File: config.mk
export PLATFORM = sky130hd
export DESIGN_NAME = cst_ram
export DESIGN_NICKNAME = d
export VERILOG_FILES = /design/src/rtl/core/cst_ram.sv
export SDC_FILE = /design/constraint.sdc
export NUM_CORES = 1
export LEC_CHECK = 0
export ABC_AREA = 1
export ABC_CLOCK_PERIOD_IN_PS = 1790
export BUFFER_PORTS_ARGS = -buffer_cell sky130_fd_sc_hd__buf_2
export CAP_MARGIN = 20
export CORE_MARGIN = 3
export CORE_UTILIZATION = 50
export DETAILED_ROUTE_END_ITERATION = 6
export PLACE_DENSITY = 0.76
export SETUP_SLACK_MARGIN = 0.05
export SYNTH_ARGS = -nofsm -noshare
export SYNTH_HDL_FRONTEND = slang
export SYNTH_SLANG_ARGS = --single-unit
File: constraint.sdc
create_clock -name i_clk -period 1.79 [get_ports i_clk]
set_clock_uncertainty 0.15 [all_clocks]
set_input_delay 0.0895 -clock i_clk [delete_from_list [all_inputs] [get_ports i_clk]]
set_output_delay 0.0895 -clock i_clk [all_outputs]
set_load 0.05 [all_outputs]
File: src/rtl/core/cst_ram.sv
// Generic single-port RAM with registered read data.
// No dependencies; one write or one read address per cycle.
module cst_ram #(
    parameter int WIDTH = 8,
    parameter int DEPTH = 16
) (
    input  logic                     i_clk,
    input  logic                     i_we,
    input  logic [$clog2(DEPTH)-1:0] i_addr,
    input  logic [WIDTH-1:0]         i_wdata,
    output logic [WIDTH-1:0]         o_rdata
);

    logic [WIDTH-1:0] r_mem [DEPTH];
    logic [WIDTH-1:0] r_rdata;

    always_ff @(posedge i_clk) begin
        if (i_we) begin
            r_mem[i_addr] <= i_wdata;
        end
        r_rdata <= r_mem[i_addr];
    end

    assign o_rdata = r_rdata;

endmodule

# Word-level counts from Yosys, hierarchy flattened
# Memory sizes are Yosys's and may differ from the RTL's. A register that Yosys moved wholly into a read port is not among the register bits.
# Index checks and enable logic that the tools add are counted.
# totals
reg_bits	0
ram_bits	128
input_bits	14
output_inout_bits	8
wordCells	3
memories	1
# mem_list
name	depth	word_bits	read_ports	rd_ports_with_merged_regs	wr	line_no	rtl
r_mem	16	8	1	1	1	14	logic [WIDTH-1:0] r_mem [DEPTH];
# op_classes
muxes	2
# op_table
op	count
$mux W1	2

# Depth between registers and ports, before layout
# depth
ltp_word	2
depth_mapped	11
mapped_depth_nobuf	9

# Least setup slack after synthesis
# Ideal clock, no wire load.
# synth_timing
kind	input port to flip-flop
from	input port i_addr[1]
to	memory r_mem[3][0] (enable)
setup_ps	370
arrival_time_ps	1096
required_time_ps	1270
slack_ps	173
path_stages	4
path_buffers	2
cell_sequence	buf_2 > clkbuf_1 > nand3_1 > nor2_1
# synth_rtl
item	line_no	rtl
start, declared	9	input logic [$clog2(DEPTH)-1:0] i_addr,
end, declared	14	
# No word-level cell before the write port.

==> results.cfg <==
[cts]
cts_num_sinks = 136
clk-insertion-delay-late_ns = 0.51
cts_tree = built
cts-root-buf = clkbuf_8
cts_resized = 0
cts_buffer_depth = 2
cts.hold.buffers_added = 11
post_cts_buffers = 0
path_clk_slew_ns = 0.06
cts_htree_levels = 4
cts_buffers = 17

[sta]
worst_pin_slew_ns = 0.393
rsz0062_at_grt = no
finalSetupViolCount = 0
maxSlewHeadroom = 0.738
min_period_ns = 1.54
maxSlewViolCount = 0
fmax_ghz = 0.649
hold_slack_ns = 0.0680
hold_violations = 0
post-route-period-util = 0.861
setup-tns-final_ns = 0

[yosys]
synth_area_um2 = 5590
synth_warnings = 0
synthesis.nets = 562
ys_types = 11
syn_inst = 548
synth_seq_cells = 136
syn_avg_cell_area_um2 = 10.2
ys_seq_area_frac = 0.716

[floorplan]
die_h_um = 112
start_util = 0.528
die_x_um = 112
die_area_um2 = 12500
ios = 22
row_count = 37
core-area_um2 = 10600

[worst_hold_path]
min_from = i_addr[2]
hold_end = o_rdata[4]$_DFF_P_
holdPathStages = 8
hp-class = in2reg

[critical_path]
critical_path_required_ns = 2.08
cp.arrival_ns = 1.84
crit_fanout = 8
reg2reg_depth = 8
r2r_start = r_mem[6][3]$_DFFE_PP_
reg2reg_to = o_rdata[3]$_DFF_P_
path_class = in2reg
critPathLaunchType = input pin
cp-startpoint = i_addr[3]
r2r_slack_ns = 0.64
cp-end-kind = flip-flop

[drt]
via_per_inst = 5.16
drtAntennaViolNets = 0
drt-initial-drc-count = 367
drt_wl_total_um = 12400
via_count = 3881
wire_per_inst_um = 16.5
post-route-drc-count = 0
dr.pass1.iters = 5

[power]
leakage_nw = 2.86
total_power_mw = 7.26
pwr_density_cell_nw_per_um2 = 1100
ir_drop_uv = 664

[final_layout]
layout.cells.non_filler = 752
area_growth_pct = 18.1
final_common_cell = nand2_1
layout.nets = 617
nFillCells = 794
layout_common_cells = 346 x nand2_1, 128 x edfxtp_1, 24 x buf_4
insertedDiodeCount = 0
drive_gt1_frac = 0.125

[global_routing]
grt_pass1_wl_um = 19700
overflow = 0
grt_max_degree = 37
antenna_found_initial = 0
grt_pass1_vias = 3864
grt_util_all_layers = 0.206

[status]
outcome = complete, no violations

[placed_design]
place_congestion = 0.910
dp_cells = 709
io_buffers = 21
dp_hpwl_um = 7730

[job]
maxCapViolCount = 0
[metrics by stage]
stage / util / area [µm²] / setup slack (ns)
finish: 0.623 / 6600 / 0.248
global route: 0.623 / 6600 / 0.196
global placement: 0.561 / 5950 / 0.277
detailed placement: 0.561 / 5950 / 0.249
floorplan: - / 5590 / 0.173
CTS: 0.623 / 6600 / 0.284
[final cells by class]
| cell class | count | area (µm²) | share of cell area |
|---|---|---|---|
| Clock buffer | 18 | 418 | 0.0633 |
| Clock inverter | 14 | 124 | 0.0188 |
| Inverter | 23 | 86.3 | 0.0131 |
| Multi-Input combinational cell | 368 | 1390 | 0.210 |
| Sequential cell | 136 | 4000 | 0.606 |
| Tap cell | 136 | 170 | 0.0258 |
| Timing Repair Buffer | 57 | 415 | 0.0629 |
[Yosys cell counts]
| cell type | n | area (µm²) |
|---|---|---|
| inv_1 | 21 | 78.8 |
| nor2_1 | 18 | 67.6 |
| buf_4 | 6 | 45.0 |
| nand2_1 | 346 | 1300 |
| nand3_1 | 4 | 20.0 |
| buf_2 | 12 | 60.1 |
| dfxtp_1 | 8 | 160 |
| edfxtp_1 | 128 | 3840 |
| clkinv_1 | 1 | 3.75 |
| inv_2 | 1 | 3.75 |
| clkbuf_1 | 3 | 11.3 |
[logic make-up after synthesis]
kind of cell           count (synthesis)  synth area share
AND/OR/NAND/NOR                      368             0.248
flip-flops                           136             0.716
buffers and inverters                 44            0.0362
[how the worst max path moves through the flow]
stage / end / slack, ns / cells past startpoint
after floorplan: r_mem[3][0]$_DFFE_PP_ / 0.17 / 4
after global placement: o_rdata[1]$_DFF_P_ / 0.28 / 10
after detailed placement: o_rdata[1]$_DFF_P_ / 0.25 / 10
after CTS: o_rdata[3]$_DFF_P_ / 0.28 / 9
after global routing: o_rdata[3]$_DFF_P_ / 0.20 / 9
final: o_rdata[3]$_DFF_P_ / 0.25 / 9
[worst max-delay path, cell delays in order]
cell,delay [ns]
dlygate4sd3_1,0.53
buf_2,0.14
nor2_1,0.11
dlygate4sd3_1,0.56
buf_4,0.14
nand2_1,0.06
nand2_1,0.07
inv_1,0.05
nand2_1,0.08
[sequential cells by signal, summed over array words and instances (netlist names)]
name,cells
o_rdata,8
r_mem,128
[routing by layer]
metal	wire length, µm	global-route usage
met2	6040	0.337
met4	173	0.0714
met3	908	0.0489
met5	0	0
met1	5250	0.271
[report_power, final]
part	internal, mW	switching (mW)
clock	1.84	1.31
combinational	0.142	0.383
sequential	3.56	0.0233
total	5.55	1.72
(Power assumes the default switching activity.)
